--- config.mk ---
export PLATFORM = sky130hd
export DESIGN_NAME = accel_swing_direction_detector_unit
export DESIGN_NICKNAME = d
export VERILOG_FILES = /design/src/swd_pkg.sv /design/src/accel_swing_direction_detector_unit.sv /design/src/swd_cfg.sv /design/src/swd_ctrl.sv /design/src/swd_dp.sv
export SDC_FILE = /design/constraint.sdc
export NUM_CORES = 2
export LEC_CHECK = 0
export ABC_CLOCK_PERIOD_IN_PS = 14100
export BUFFER_PORTS_ARGS = -buffer_cell sky130_fd_sc_hd__buf_4
export CORE_UTILIZATION = 60
export DETAILED_ROUTE_END_ITERATION = 10
export PLACE_DENSITY = 0.76
export SYNTH_ARGS = -nofsm -noshare
export SYNTH_HDL_FRONTEND = slang
export SYNTH_SLANG_ARGS = --single-unit
--- constraint.sdc ---
create_clock -name clk -period 14.1 [get_ports clk]
set_input_delay 2.82 -clock clk [delete_from_list [all_inputs] [get_ports clk]]
set_output_delay 2.82 -clock clk [all_outputs]
set_load 0.05 [all_outputs]
--- src/swd_pkg.sv ---
// Shared types, constants and codes for the swing direction detector.
package swd_pkg;

	localparam int SAMPLE_WIDTH = 16;
	localparam int DATA_W       = 16;
	localparam int SAMPLE_SHIFT = DATA_W - SAMPLE_WIDTH;
	localparam int ABS_W        = 15;
	localparam int SQ_W         = 29;
	localparam int MAG_W        = 30;
	localparam int PROD_W       = 30;
	localparam int MUL_W        = 18;
	localparam int CLS_W        = 23;
	localparam int GAIN_W       = 10;
	localparam int GAIN_SHIFT   = 10;
	localparam int HOLD_W       = 16;
	localparam int CNT_W        = 8;
	localparam int RATIO_W      = 8;
	localparam int NUM_AXES     = 3;
	localparam int AXIS_W       = 2;
	localparam int CFG_IDX_W    = 3;
	localparam int CFG_DATA_W   = 30;

	typedef enum logic [2:0] {
		DIR_NONE  = 3'd0,
		DIR_RIGHT = 3'd1,
		DIR_LEFT  = 3'd2,
		DIR_UP    = 3'd3,
		DIR_DOWN  = 3'd4
	} dir_t;

	typedef enum logic [1:0] {
		PH_IDLE     = 2'd0,
		PH_CAPTURE  = 2'd1,
		PH_COOLDOWN = 2'd2
	} phase_t;

	typedef enum logic [CFG_IDX_W-1:0] {
		REG_START_TH   = 3'd0,
		REG_RELEASE_TH = 3'd1,
		REG_COOLDOWN   = 3'd2,
		REG_GAIN       = 3'd3,
		REG_MIN_CAP    = 3'd4,
		REG_MAX_CAP    = 3'd5,
		REG_RATIO_NUM  = 3'd6,
		REG_RATIO_DEN  = 3'd7
	} cfg_reg_t;

	typedef struct packed {
		logic [MAG_W-1:0]   start_threshold;
		logic [MAG_W-1:0]   release_threshold;
		logic [HOLD_W-1:0]  cooldown_length;
		logic [GAIN_W-1:0]  smoothing_gain;
		logic [CNT_W-1:0]   min_capture;
		logic [CNT_W-1:0]   max_capture;
		logic [RATIO_W-1:0] ratio_numerator;
		logic [RATIO_W-1:0] ratio_denominator;
	} cfg_t;

	localparam cfg_t CFG_RESET = '{
		start_threshold:   30'd1500000,
		release_threshold: 30'd500000,
		cooldown_length:   16'd250,
		smoothing_gain:    10'd3,
		min_capture:       8'd4,
		max_capture:       8'd25,
		ratio_numerator:   8'd10,
		ratio_denominator: 8'd7
	};

	typedef enum logic [3:0] {
		OP_NONE,
		OP_LOAD,
		OP_PREP,
		OP_SMOOTH,
		OP_UPDATE,
		OP_SQUARE,
		OP_SUM,
		OP_STEP,
		OP_CLS_A,
		OP_CLS_B,
		OP_CLS_C,
		OP_CLS_D,
		OP_CLS_E,
		OP_EMIT
	} dp_op_t;

	typedef struct packed {
		dp_op_t            op;
		logic [AXIS_W-1:0] axis;
	} dp_cmd_t;

	typedef struct packed {
		logic seed;
		logic classify;
	} dp_stat_t;

	typedef enum logic [3:0] {
		ST_WAIT,
		ST_PREP,
		ST_SMOOTH,
		ST_UPDATE,
		ST_SQUARE,
		ST_SUM,
		ST_STEP,
		ST_CLS_A,
		ST_CLS_B,
		ST_CLS_C,
		ST_CLS_D,
		ST_CLS_E,
		ST_EMIT
	} ctrl_state_t;

endpackage

--- src/accel_swing_direction_detector_unit.sv ---
// Top level of the swing direction detector: config bank, sequencer and datapath.
// The sequencer takes one item at a time and accepts the next only after the result
// of the last is emitted, which waits while the output is stalled; a seeding item skips
// the baseline and swing steps, and a classified swing adds the ratio-test steps. The
// shared multiplier visits each axis in turn and the ratio test reuses it.
// Reset: arst_n clears baselines, swing state and config to defaults, output empty.
module accel_swing_direction_detector_unit (
	input  logic                               clk,
	input  logic                               arst_n,
	input  logic                               in_valid,
	output logic                               in_ready,
	input  logic signed [swd_pkg::DATA_W-1:0]  accel_x,
	input  logic signed [swd_pkg::DATA_W-1:0]  accel_y,
	input  logic signed [swd_pkg::DATA_W-1:0]  accel_z,
	output logic                               out_valid,
	input  logic                               out_ready,
	output logic [2:0]                         direction,
	input  logic                               cfg_valid,
	output logic                               cfg_ready,
	input  logic [swd_pkg::CFG_IDX_W-1:0]      cfg_index,
	input  logic [swd_pkg::CFG_DATA_W-1:0]     cfg_data
);
	import swd_pkg::*;

	cfg_t     cfg;
	dp_cmd_t  cmd;
	dp_stat_t stat;

	swd_cfg u_cfg (
		.clk       (clk),
		.arst_n    (arst_n),
		.cfg_valid (cfg_valid),
		.cfg_ready (cfg_ready),
		.cfg_index (cfg_index),
		.cfg_data  (cfg_data),
		.cfg       (cfg)
	);

	swd_ctrl u_ctrl (
		.clk       (clk),
		.arst_n    (arst_n),
		.in_valid  (in_valid),
		.in_ready  (in_ready),
		.out_valid (out_valid),
		.out_ready (out_ready),
		.stat      (stat),
		.cmd       (cmd)
	);

	swd_dp u_dp (
		.clk       (clk),
		.arst_n    (arst_n),
		.cmd       (cmd),
		.cfg       (cfg),
		.accel_x   (accel_x),
		.accel_y   (accel_y),
		.accel_z   (accel_z),
		.stat      (stat),
		.direction (direction)
	);

endmodule

--- src/swd_cfg.sv ---
// Configuration register bank with its write channel.
module swd_cfg (
	input  logic                              clk,
	input  logic                              arst_n,
	input  logic                              cfg_valid,
	output logic                              cfg_ready,
	input  logic [swd_pkg::CFG_IDX_W-1:0]     cfg_index,
	input  logic [swd_pkg::CFG_DATA_W-1:0]    cfg_data,
	output swd_pkg::cfg_t                     cfg
);
	import swd_pkg::*;

	cfg_t cfg_q;

	assign cfg_ready = 1'b1;
	assign cfg       = cfg_q;

	always_ff @(posedge clk or negedge arst_n) begin
		if (!arst_n) begin
			cfg_q <= CFG_RESET;
		end else if (cfg_valid) begin
			case (cfg_reg_t'(cfg_index))
				REG_START_TH:   cfg_q.start_threshold   <= cfg_data[MAG_W-1:0];
				REG_RELEASE_TH: cfg_q.release_threshold <= cfg_data[MAG_W-1:0];
				REG_COOLDOWN:   cfg_q.cooldown_length   <= cfg_data[HOLD_W-1:0];
				REG_GAIN:       cfg_q.smoothing_gain    <= cfg_data[GAIN_W-1:0];
				REG_MIN_CAP:    cfg_q.min_capture       <= cfg_data[CNT_W-1:0];
				REG_MAX_CAP:    cfg_q.max_capture       <= cfg_data[CNT_W-1:0];
				REG_RATIO_NUM:  cfg_q.ratio_numerator   <= cfg_data[RATIO_W-1:0];
				REG_RATIO_DEN:  cfg_q.ratio_denominator <= cfg_data[RATIO_W-1:0];
				default: begin
				end
			endcase
		end
	end

endmodule

--- src/swd_ctrl.sv ---
// Sequencer that steps the datapath through one item and drives the handshakes.
module swd_ctrl (
	input  logic              clk,
	input  logic              arst_n,
	input  logic              in_valid,
	output logic              in_ready,
	output logic              out_valid,
	input  logic              out_ready,
	input  swd_pkg::dp_stat_t stat,
	output swd_pkg::dp_cmd_t  cmd
);
	import swd_pkg::*;

	localparam logic [AXIS_W-1:0] AXIS_LAST = AXIS_W'(NUM_AXES - 1);

	ctrl_state_t       state_q, state_d;
	logic [AXIS_W-1:0] axis_q, axis_d;
	logic              out_valid_q;
	logic              emit;

	assign out_valid = out_valid_q;

	always_ff @(posedge clk or negedge arst_n) begin
		if (!arst_n) begin
			state_q     <= ST_WAIT;
			axis_q      <= '0;
			out_valid_q <= 1'b0;
		end else begin
			state_q <= state_d;
			axis_q  <= axis_d;
			if (emit) begin
				out_valid_q <= 1'b1;
			end else if (out_ready) begin
				out_valid_q <= 1'b0;
			end
		end
	end

	always_comb begin
		state_d  = state_q;
		axis_d   = axis_q;
		cmd.op   = OP_NONE;
		cmd.axis = axis_q;
		in_ready = 1'b0;
		emit     = 1'b0;
		case (state_q)
			ST_WAIT: begin
				in_ready = 1'b1;
				if (in_valid) begin
					cmd.op  = OP_LOAD;
					axis_d  = '0;
					state_d = ST_PREP;
				end
			end
			ST_PREP: begin
				cmd.op  = OP_PREP;
				state_d = stat.seed ? ST_EMIT : ST_SMOOTH;
			end
			ST_SMOOTH: begin
				cmd.op  = OP_SMOOTH;
				state_d = ST_UPDATE;
			end
			ST_UPDATE: begin
				cmd.op  = OP_UPDATE;
				state_d = ST_SQUARE;
			end
			ST_SQUARE: begin
				cmd.op = OP_SQUARE;
				if (axis_q == AXIS_LAST) begin
					state_d = ST_SUM;
				end else begin
					axis_d  = axis_q + AXIS_W'(1);
					state_d = ST_SMOOTH;
				end
			end
			ST_SUM: begin
				cmd.op  = OP_SUM;
				state_d = ST_STEP;
			end
			ST_STEP: begin
				cmd.op  = OP_STEP;
				state_d = stat.classify ? ST_CLS_A : ST_EMIT;
			end
			ST_CLS_A: begin
				cmd.op  = OP_CLS_A;
				state_d = ST_CLS_B;
			end
			ST_CLS_B: begin
				cmd.op  = OP_CLS_B;
				state_d = ST_CLS_C;
			end
			ST_CLS_C: begin
				cmd.op  = OP_CLS_C;
				state_d = ST_CLS_D;
			end
			ST_CLS_D: begin
				cmd.op  = OP_CLS_D;
				state_d = ST_CLS_E;
			end
			ST_CLS_E: begin
				cmd.op  = OP_CLS_E;
				state_d = ST_EMIT;
			end
			ST_EMIT: begin
				if (!out_valid_q || out_ready) begin
					cmd.op  = OP_EMIT;
					emit    = 1'b1;
					state_d = ST_WAIT;
				end
			end
			default: begin
				state_d = ST_WAIT;
			end
		endcase
	end

endmodule

--- src/swd_dp.sv ---
// Datapath: baselines, shared multiplier, swing phase tracking and classification.
module swd_dp (
	input  logic                                clk,
	input  logic                                arst_n,
	input  swd_pkg::dp_cmd_t                    cmd,
	input  swd_pkg::cfg_t                       cfg,
	input  logic signed [swd_pkg::DATA_W-1:0]   accel_x,
	input  logic signed [swd_pkg::DATA_W-1:0]   accel_y,
	input  logic signed [swd_pkg::DATA_W-1:0]   accel_z,
	output swd_pkg::dp_stat_t                   stat,
	output logic [2:0]                          direction
);
	import swd_pkg::*;

	function automatic logic [ABS_W-1:0] abs_val(input logic signed [DATA_W-1:0] v);
		logic signed [DATA_W-1:0] neg;
		neg = -v;
		return v[DATA_W-1] ? neg[ABS_W-1:0] : v[ABS_W-1:0];
	endfunction

	function automatic logic signed [DATA_W-1:0] sample_ext(input logic signed [DATA_W-1:0] v);
		logic signed [DATA_W-1:0] up;
		up = v <<< SAMPLE_SHIFT;
		return up >>> SAMPLE_SHIFT;
	endfunction

	// algorithm state
	logic signed [DATA_W-1:0] base_q [NUM_AXES];
	phase_t                   phase_q, phase_d;
	logic [HOLD_W-1:0]        holdoff_q, holdoff_d;
	logic [CNT_W-1:0]         len_q, len_d;
	logic [MAG_W-1:0]         pm_q, pm_d;
	logic [MAG_W-1:0]         pp_q, pp_d;
	logic signed [DATA_W-1:0] px_q, px_d;
	logic signed [DATA_W-1:0] py_q, py_d;

	// working registers
	logic signed [DATA_W-1:0] samp_q [NUM_AXES];
	logic signed [DATA_W-1:0] dyn_q  [NUM_AXES];
	logic [SQ_W-1:0]          sq_q   [NUM_AXES];
	logic signed [PROD_W-1:0] prod_q;
	logic [MAG_W-1:0]         plane_q, mag_q;
	logic signed [DATA_W-1:0] cls_x_q, cls_y_q;
	logic [CLS_W-1:0]         keep_q;
	logic                     gtx_q;
	dir_t                     dir_res_q, direction_q;

	logic signed [DATA_W-1:0]          sel_samp, sel_base, base_new;
	logic signed [DATA_W:0]            diff, dyn_diff;
	logic signed [PROD_W-GAIN_SHIFT-1:0] base_sum;
	logic signed [MUL_W-1:0]           mul_a, mul_b;
	logic signed [2*MUL_W-1:0]         prod_full;
	logic [ABS_W-1:0]                  sq_abs, px_abs, py_abs;
	logic [CNT_W-1:0]                  len_inc;
	logic [MAG_W-1:0]                  pm_upd, pp_upd;
	logic signed [DATA_W-1:0]          px_upd, py_upd;
	logic                              classify, cls_load, seed, gty;
	dir_t                              dir_cls;

	assign direction = direction_q;

	assign sel_samp = samp_q[cmd.axis];
	assign sel_base = base_q[cmd.axis];
	assign diff     = {sel_samp[DATA_W-1], sel_samp} - {sel_base[DATA_W-1], sel_base};
	assign base_sum = $signed({{(PROD_W-GAIN_SHIFT-DATA_W){sel_base[DATA_W-1]}}, sel_base})
		+ $signed(prod_q[PROD_W-1:GAIN_SHIFT]);
	assign base_new = base_sum[DATA_W-1:0];
	assign dyn_diff = {sel_samp[DATA_W-1], sel_samp} - {base_new[DATA_W-1], base_new};

	assign sq_abs = abs_val(dyn_q[cmd.axis]);
	assign px_abs = abs_val(cls_x_q);
	assign py_abs = abs_val(cls_y_q);

	assign seed = (base_q[0] == '0) && (base_q[1] == '0) && (base_q[2] == '0);

	always_comb begin
		mul_a = '0;
		mul_b = '0;
		case (cmd.op)
			OP_SMOOTH: begin
				mul_a = $signed({diff[DATA_W], diff});
				mul_b = $signed({{(MUL_W-GAIN_W){1'b0}}, cfg.smoothing_gain});
			end
			OP_SQUARE: begin
				mul_a = $signed({{(MUL_W-ABS_W){1'b0}}, sq_abs});
				mul_b = $signed({{(MUL_W-ABS_W){1'b0}}, sq_abs});
			end
			OP_CLS_A: begin
				mul_a = $signed({{(MUL_W-ABS_W){1'b0}}, px_abs});
				mul_b = $signed({{(MUL_W-RATIO_W){1'b0}}, cfg.ratio_denominator});
			end
			OP_CLS_B: begin
				mul_a = $signed({{(MUL_W-ABS_W){1'b0}}, py_abs});
				mul_b = $signed({{(MUL_W-RATIO_W){1'b0}}, cfg.ratio_numerator});
			end
			OP_CLS_C: begin
				mul_a = $signed({{(MUL_W-ABS_W){1'b0}}, py_abs});
				mul_b = $signed({{(MUL_W-RATIO_W){1'b0}}, cfg.ratio_denominator});
			end
			OP_CLS_D: begin
				mul_a = $signed({{(MUL_W-ABS_W){1'b0}}, px_abs});
				mul_b = $signed({{(MUL_W-RATIO_W){1'b0}}, cfg.ratio_numerator});
			end
			default: begin
			end
		endcase
	end

	assign prod_full = mul_a * mul_b;

	// swing phase step
	always_comb begin
		phase_d   = phase_q;
		holdoff_d = holdoff_q;
		len_d     = len_q;
		pm_d      = pm_q;
		pp_d      = pp_q;
		px_d      = px_q;
		py_d      = py_q;
		classify  = 1'b0;
		cls_load  = 1'b0;
		len_inc   = len_q + CNT_W'(1);
		pm_upd    = (mag_q > pm_q) ? mag_q : pm_q;
		pp_upd    = pp_q;
		px_upd    = px_q;
		py_upd    = py_q;
		if (plane_q > pp_q) begin
			pp_upd = plane_q;
			px_upd = dyn_q[0];
			py_upd = dyn_q[1];
		end
		case (phase_q)
			PH_IDLE: begin
				if (mag_q > cfg.start_threshold) begin
					len_d   = '0;
					pm_d    = mag_q;
					pp_d    = plane_q;
					px_d    = dyn_q[0];
					py_d    = dyn_q[1];
					phase_d = PH_CAPTURE;
				end
			end
			PH_CAPTURE: begin
				len_d = len_inc;
				pm_d  = pm_upd;
				pp_d  = pp_upd;
				px_d  = px_upd;
				py_d  = py_upd;
				if ((mag_q < cfg.release_threshold && len_inc >= cfg.min_capture) ||
					len_inc >= cfg.max_capture) begin
					classify  = (pm_upd > cfg.start_threshold) &&
						(len_inc >= cfg.min_capture) && (holdoff_q == '0);
					cls_load  = 1'b1;
					holdoff_d = cfg.cooldown_length;
					phase_d   = PH_COOLDOWN;
					len_d     = '0;
					pm_d      = '0;
					pp_d      = '0;
					px_d      = '0;
					py_d      = '0;
				end
			end
			PH_COOLDOWN: begin
				if (holdoff_q == '0 && mag_q < cfg.release_threshold) begin
					phase_d = PH_IDLE;
				end
			end
			default: begin
				phase_d = PH_IDLE;
			end
		endcase
	end

	assign stat.seed     = seed;
	assign stat.classify = classify;

	assign gty = keep_q > prod_q[CLS_W-1:0];

	always_comb begin
		if (gtx_q) begin
			dir_cls = (!cls_x_q[DATA_W-1] && cls_x_q != '0) ? DIR_RIGHT : DIR_LEFT;
		end else if (gty) begin
			dir_cls = (!cls_y_q[DATA_W-1] && cls_y_q != '0) ? DIR_UP : DIR_DOWN;
		end else begin
			dir_cls = DIR_NONE;
		end
	end

	always_ff @(posedge clk or negedge arst_n) begin
		if (!arst_n) begin
			for (int i = 0; i < NUM_AXES; i++) begin
				base_q[i] <= '0;
			end
			phase_q   <= PH_IDLE;
			holdoff_q <= '0;
			len_q     <= '0;
			pm_q      <= '0;
			pp_q      <= '0;
			px_q      <= '0;
			py_q      <= '0;
		end else begin
			case (cmd.op)
				OP_PREP: begin
					if (holdoff_q != '0) begin
						holdoff_q <= holdoff_q - HOLD_W'(1);
					end
					if (seed) begin
						for (int i = 0; i < NUM_AXES; i++) begin
							base_q[i] <= samp_q[i];
						end
					end
				end
				OP_UPDATE: begin
					base_q[cmd.axis] <= base_new;
				end
				OP_STEP: begin
					phase_q   <= phase_d;
					holdoff_q <= holdoff_d;
					len_q     <= len_d;
					pm_q      <= pm_d;
					pp_q      <= pp_d;
					px_q      <= px_d;
					py_q      <= py_d;
				end
				default: begin
				end
			endcase
		end
	end

	always_ff @(posedge clk) begin
		case (cmd.op)
			OP_LOAD: begin
				samp_q[0] <= sample_ext(accel_x);
				samp_q[1] <= sample_ext(accel_y);
				samp_q[2] <= sample_ext(accel_z);
			end
			OP_PREP: begin
				dir_res_q <= DIR_NONE;
			end
			OP_SMOOTH: begin
				prod_q <= prod_full[PROD_W-1:0];
			end
			OP_UPDATE: begin
				dyn_q[cmd.axis] <= {dyn_diff[DATA_W], dyn_diff[DATA_W:2]};
			end
			OP_SQUARE: begin
				sq_q[cmd.axis] <= prod_full[SQ_W-1:0];
			end
			OP_SUM: begin
				plane_q <= MAG_W'(sq_q[0]) + MAG_W'(sq_q[1]);
				mag_q   <= MAG_W'(sq_q[0]) + MAG_W'(sq_q[1]) + MAG_W'(sq_q[2]);
			end
			OP_STEP: begin
				if (cls_load) begin
					cls_x_q <= px_upd;
					cls_y_q <= py_upd;
				end
			end
			OP_CLS_A: begin
				prod_q <= prod_full[PROD_W-1:0];
			end
			OP_CLS_B: begin
				keep_q <= prod_q[CLS_W-1:0];
				prod_q <= prod_full[PROD_W-1:0];
			end
			OP_CLS_C: begin
				gtx_q  <= keep_q > prod_q[CLS_W-1:0];
				prod_q <= prod_full[PROD_W-1:0];
			end
			OP_CLS_D: begin
				keep_q <= prod_q[CLS_W-1:0];
				prod_q <= prod_full[PROD_W-1:0];
			end
			OP_CLS_E: begin
				dir_res_q <= dir_cls;
			end
			OP_EMIT: begin
				direction_q <= dir_res_q;
			end
			default: begin
			end
		endcase
	end

endmodule

# After elaboration in Yosys (flattened, before gate mapping)

Memory sizes are Yosys's and may differ from the RTL's.
Index checks and enable logic that the tools add are counted.
Widths: inputs -> output; s select.

Register bits after elaboration: 439
Memory bits (writable): 183
Input port bits: 86
Output and inout port bits: 6
Memories: 3

Memories:

| memory      | words | width | read ports | clocked after memory_dff | write ports | line         | source |
|---|---|---|---|---|---|---|---|
| u_dp.sq_q   | 3     | 29    | 3          | 0                        | 1           | swd_dp.sv:40 | `logic [SQ_W-1:0] sq_q [NUM_AXES];` |
| u_dp.dyn_q  | 3     | 16    | 3          | 0                        | 1           | swd_dp.sv:39 | `logic signed [DATA_W-1:0] dyn_q [NUM_AXES];` |
| u_dp.samp_q | 3     | 16    | 4          | 0                        | 3           | swd_dp.sv:38 | `logic signed [DATA_W-1:0] samp_q [NUM_AXES];` |

Add/subtract/negate cells: 11
$mul: 1
Magnitude comparators: 10
Equal/unequal tests: 46
Multiplexer cells: 72
Bitwise operators: 1
Reduce and logical (&&, ||, !) cells: 51

Operator list:

| kind               | count |
|---|---|
| $mux 16            | 12 |
| $mux 30            | 6 |
| $gt 30x30->1       | 4 |
| $pmux 30 s2        | 2 |
| $pmux 4 s13        | 2 |
| $pmux 16 s2        | 3 |
| $pmux 48 s2        | 1 |
| $pmux 18 s4        | 1 |
| $logic_not 16->1   | 4 |
| $pmux 15 s4        | 1 |
| $bwmux 48          | 1 |
| $mux 48            | 1 |
| $reduce_bool 16->1 | 3 |
| $mux 15            | 3 |
| $neg 15->15        | 3 |
| $eq 4x4->1 const B | 11 |
| $sub 16x16->17     | 2 |
| $bmux 16 s2        | 1 |
| $demux 16 s2       | 1 |
| $eq 4x3->1 const B | 8 |
| $add 29x29->30     | 1 |
| $add 30x29->30     | 1 |
| $lt 30x30->1       | 1 |
| $mul 18x16->29     | 1 |
| other kinds (40)   | 118 |

# Logic depth before layout (Yosys ltp)

Word-level depth: 9
Depth in mapped cells: 41

# Modules after synthesis

A second synthesis with hierarchy kept.

Cell total of the unflattened synthesis: 4066
Area, all modules: 43701.9 sq um

By module, submodules not included:

| module   | instances | cells each | area each (sq um) |
|---|---|---|---|
| swd_dp   | 1         | 3743       | 38488.2 |
| swd_cfg  | 1         | 260        | 4677.0 |
| swd_ctrl | 1         | 63         | 536.8 |

# Worst setup path before layout

OpenSTA, ideal clock, no wires.

Kind: reg2reg
Start point: reg u_ctrl.axis_q[0]
End point: mem u_dp.sq_q[0][26], data pin
Arrival time: 9048 ps
Setup slack: 4765 ps
Stages on the path, launching flop included: 39
Clock period less this slack: 9335 ps
Cell sequence: dfrtp_1 buf_6 buf_6 buf_1 inv_1 nor2_1 clkbuf_1 nand2_1 o21a_1 ha_1 nor2b_1 o21ai_0 a21boi_0 o21ai_0 a211oi_1 o21ai_0 or4b_2 nand3_2 [3 not listed] fa_1 fa_1 inv_1 fa_1 fa_1 inv_1 fa_1 inv_1 ha_1 o21a_1 nand2_1 a2bb2oi_1 o311a_1 nor2_1 a221o_1 a21oi_1 mux2i_1 o2111ai_1

Longest elaborated chain between the ends: 7
Elaborated cells on any way between the ends: 12
Classes of those cells: 2 x add/sub; 1 x mul; 6 x mux; 1 x bitwise; 2 x memory

RTL lines:

| element                                     | line           | source |
|---|---|---|
| start, declared                             | swd_ctrl.sv:17 | `logic [AXIS_W-1:0] axis_q, axis_d;` |
| start signal, assigned                      | swd_ctrl.sv:30 | `axis_q <= axis_d;` |
| $not 2->3 (implied by the code)             | swd_dp.sv:63   | `assign sel_base = base_q[cmd.axis];` |
| $bmux 16 s2                                 | swd_dp.sv:63   |  |
| $mux 16 (implied by the code) (2 in series) | swd_dp.sv:63   |  |
| $sub 16x16->17                              | swd_dp.sv:64   | `assign diff = {sel_samp[DATA_W-1], sel_samp} - {sel_base[DATA_W-1], sel_base};` |
| $pmux 18 s4                                 | swd_dp.sv:79   | `case (cmd.op)` |
| $mul 18x16->29 *                            | swd_dp.sv:109  | `assign prod_full = mul_a * mul_b;` |
| via u_dp.prod_full[26]                      | swd_dp.sv:52   | `logic signed [2*MUL_W-1:0] prod_full;` |
| end, declared                               | swd_dp.sv:40   |  |

The timed path passes the listed nets; every way through them passes the cells marked *. The select of a mux whose other input is x is not followed.

# Final worst setup path

Start point: reg u_ctrl.axis_q[0]
End point: mem u_dp.sq_q[1][26], data pin

The elaborated chain is that of the path after synthesis.

==> results.sh <==
export IMPL_relSlewSlack_pct=15.8
export IMPL_grt_overflow=0
export IMPL_drive_gt1_share_pct=10.3
export IMPL_final_nets=4920
export IMPL_synth_area_um2=43500
export IMPL_setup_viol_count_final=0
export IMPL_wirelength_mm=114
export IMPL_synth_distinct_cells=90
export IMPL_clk_pin_slew_ps=60
export IMPL_tns_ps=0
export IMPL_synthCells=4132
export IMPL_post_route_period_util_pct=74.6
export IMPL_maxCapViolCount=0
export IMPL_die_width_um=271
export IMPL_initial_core_util_pct=60.8
export IMPL_yosysWarningCount=0
export IMPL_worstHoldStart="u_dp.dir_res_q[1]$_SDFFCE_PP0P_"
export IMPL_hold_end="u_dp.direction[1]$_DFFE_PN_"
export IMPL_status="finished clean"
export IMPL_pin_count=92
export IMPL_worstMarginPinSlew_ps=1260
export IMPL_clockRootBuffer="clkbuf_16"
export IMPL_detailedPlacementHpwl_mm=87.0
export IMPL_critPathArrivalTime_ps=10860
export IMPL_cp_end_kind="flip-flop"
export IMPL_cts_tree="yes"
export IMPL_clock_fmax_mhz=95.0
export IMPL_htree_levels=3
export IMPL_mostFrequentLayoutCell="inv_1"
export IMPL_worst_clock_skew_ps=21.1
export IMPL_critPathKind="reg -> reg"
export IMPL_critPathMaxFanout=31
export IMPL_timing_rr_start="u_ctrl.axis_q[0]$_DFFE_PN0P_"
export IMPL_grt_pass1_vias=31900
export IMPL_rows=98
export IMPL_antenna_cells=0
export IMPL_ant_nets=0
export IMPL_synthArstFlopShare_pct=45.9
export IMPL_clock_sinks=634
export IMPL_wl_per_cell_um=21.9
export IMPL_holdPathStages=0
export IMPL_drcViolationCount=0
export IMPL_grt_max_degree=94
export IMPL_critical_path_max_stage_delay_ps=860
export IMPL_r2r_slack_ps=3580
export IMPL_cp_slowest_cell="dfrtp_2"
export IMPL_place_congestion=1.01
export IMPL_cpMostUsedCell="fa_1"
export IMPL_cts_setup_buffers=0
export IMPL_numPortBuffers=90
export IMPL_rsz0062_at_grt="no"
export IMPL_yosys_register_bits=634
export IMPL_vias=31900
export IMPL_hold_path_class="reg -> reg"
export IMPL_drt_vias_per_instance=6.10
export IMPL_first_pass_iters=8
export IMPL_grt_use_total_pct=31.5
export IMPL_drt_iter0_markers=3015
export IMPL_worst_ep_required_time_ps=14430
export IMPL_synth_area_per_cell_um2=10.5
export IMPL_cts_resized_gates=0
export IMPL_dieArea_um2=73600
export IMPL_grt_pass1_wl_mm=180
export IMPL_cts_path_max_buffers=3
export IMPL_synth_edf_count=343
export IMPL_critPathTopFamily="adder cells"
export IMPL_synth_main_ff_cell="edfxtp_1"
export IMPL_finalCriticalPeriod_ps=10520
export IMPL_cts_buffers=70
export IMPL_critical_path_buf_inv_count=7
export IMPL_synthToLayoutAreaGrowth_pct=9.34
export IMPL_hold_viol_final=0
export IMPL_start_kind="flip-flop"
export IMPL_worstSkewPairLatency_ps=630
export IMPL_die_h_um=271
export IMPL_cts_hold_fix_buffers=0
export IMPL_antenna_found_initial=2
export IMPL_slew_violations=0
export IMPL_ys_seq_area_share_pct=40.5
export IMPL_core_area_um2=71600
export IMPL_regToRegEndpoint="u_dp.sq_q[1][26]$_DFFE_PP_"
export IMPL_worst_r2r_path_depth=36
export IMPL_mostFrequentLayoutCells="517 x inv_1, 376 x ha_1, 366 x nand2_1"
[registers in the layout, summed over array words and instances (netlist names), 23 cells and up]
signal,cells
u_dp.base_q,48
u_dp.keep_q,23
u_cfg.cfg,118
u_dp.pp_q,30
u_dp.samp_q,48
u_dp.plane_q,30
u_dp.dyn_q,60
u_dp.mag_q,30
u_dp.prod_q,26
u_dp.sq_q,87
u_dp.pm_q,30
[synthesized netlist by cell type (20+ instances only)]
library cell,instances,share of area [%]
a211oi_1,39,0.67
a21o_1,74,1.3
a21oi_1,173,2.0
a22o_1,70,1.4
a22oi_1,21,0.36
and2_1,30,0.43
and3_1,26,0.37
clkbuf_1,98,0.85
dfrtp_1,257,15
dfstp_2,34,2.1
edfxtp_1,343,24
fa_1,234,11
ha_1,376,11
inv_1,517,4.5
mux2_2,114,2.9
mux2i_1,43,0.99
nand2_1,366,3.2
nand2b_1,30,0.43
nand3_1,72,0.83
nand4_1,36,0.52
nor2_1,255,2.2
nor2b_1,39,0.56
nor3_1,60,0.69
nor4_1,25,0.36
o21a_1,53,0.91
o21ai_0,262,3.0
o21bai_1,20,0.34
or3_1,24,0.34
xnor2_1,103,2.1
xor2_1,59,1.2
[layout make-up]
cell class              instances  area (um^2)
clock inverters                26          320
flip-flops and latches        634        17600
clock buffers                 103         1960
well taps                     950         1190
fillers                      5567        24000
inverters                     518         1940
repair buffers                136         1030
multi-input cells            2864        23500
[kinds of logic after synthesis]
group                      Yosys count  synth area share (%)
AOI/OAI and AO/OA                  898                  13.5
xor gates and xnor gates           163                  3.31
adders and majority gates          610                  21.6
buffers and inverters              647                  5.70
DFF                                634                  40.5
muxes                              171                  4.66
other                                2                0.0173
and+or+nand+nor                   1007                  10.7
[layer usage]
| metal | up-vias | global-route usage [%] | routed length (um) |
|---|---|---|---|
| met3 | 301 | 4.74 | 7990 |
| met1 | 15600 | 41.5 | 47100 |
| met5 | - | 0 | 0 |
| met4 | 0 | 17.4 | 6870 |
| met2 | 1338 | 50.3 | 52500 |
| li1 | 14700 | - | - |
[worst register-to-register path, delay by kind of cell, from the launching register on]
kind                     cells  cell delay [ps]
AO/OA/AOI/OAI               11             2720
XOR/XNOR                     1              160
adder cells (fa/ha/maj)      8             3740
buffers and inverters        7             1140
flip-flops                   1              860
multiplexers                 1              220
AND/OR/NAND/NOR              8             1400
[worst max path at each step]
stage / start / endpoint / slack (ps) / cells after the start
2_1_floorplan: u_ctrl.axis_q[0]$_DFFE_PN0P_ / u_dp.sq_q[0][26]$_DFFE_PP_ / 4760 / 38
3_3_place_gp: u_ctrl.axis_q[0]$_DFFE_PN0P_ / u_dp.sq_q[0][26]$_DFFE_PP_ / 3860 / 36
3_5_place_dp: u_ctrl.axis_q[0]$_DFFE_PN0P_ / u_dp.sq_q[2][26]$_DFFE_PP_ / 3650 / 36
4_1_cts: u_ctrl.axis_q[0]$_DFFE_PN0P_ / u_dp.sq_q[1][26]$_DFFE_PP_ / 3600 / 36
5_1_grt: u_ctrl.axis_q[0]$_DFFE_PN0P_ / u_dp.sq_q[0][26]$_DFFE_PP_ / 2890 / 36
6_report: u_ctrl.axis_q[0]$_DFFE_PN0P_ / u_dp.sq_q[1][26]$_DFFE_PP_ / 3580 / 36
[metrics by stage]
step                hold WS [ps]  std cells  utilization (%)  instance area [um^2]  worst slack (ps)
floorplan                    400       4145                -                 43600              4760
global placement             421       5102             63.3                 45300              3860
detailed placement           432       5102             63.3                 45300              3650
CTS                          447       5231             66.5                 47600              3600
global route                 444       5231             66.5                 47600              2890
finish                       439       5231             66.5                 47600              3580
Power is left out: the tool's default activity adds up to more than one toggle a clock period on the data nets, which glitch-free logic cannot reach.
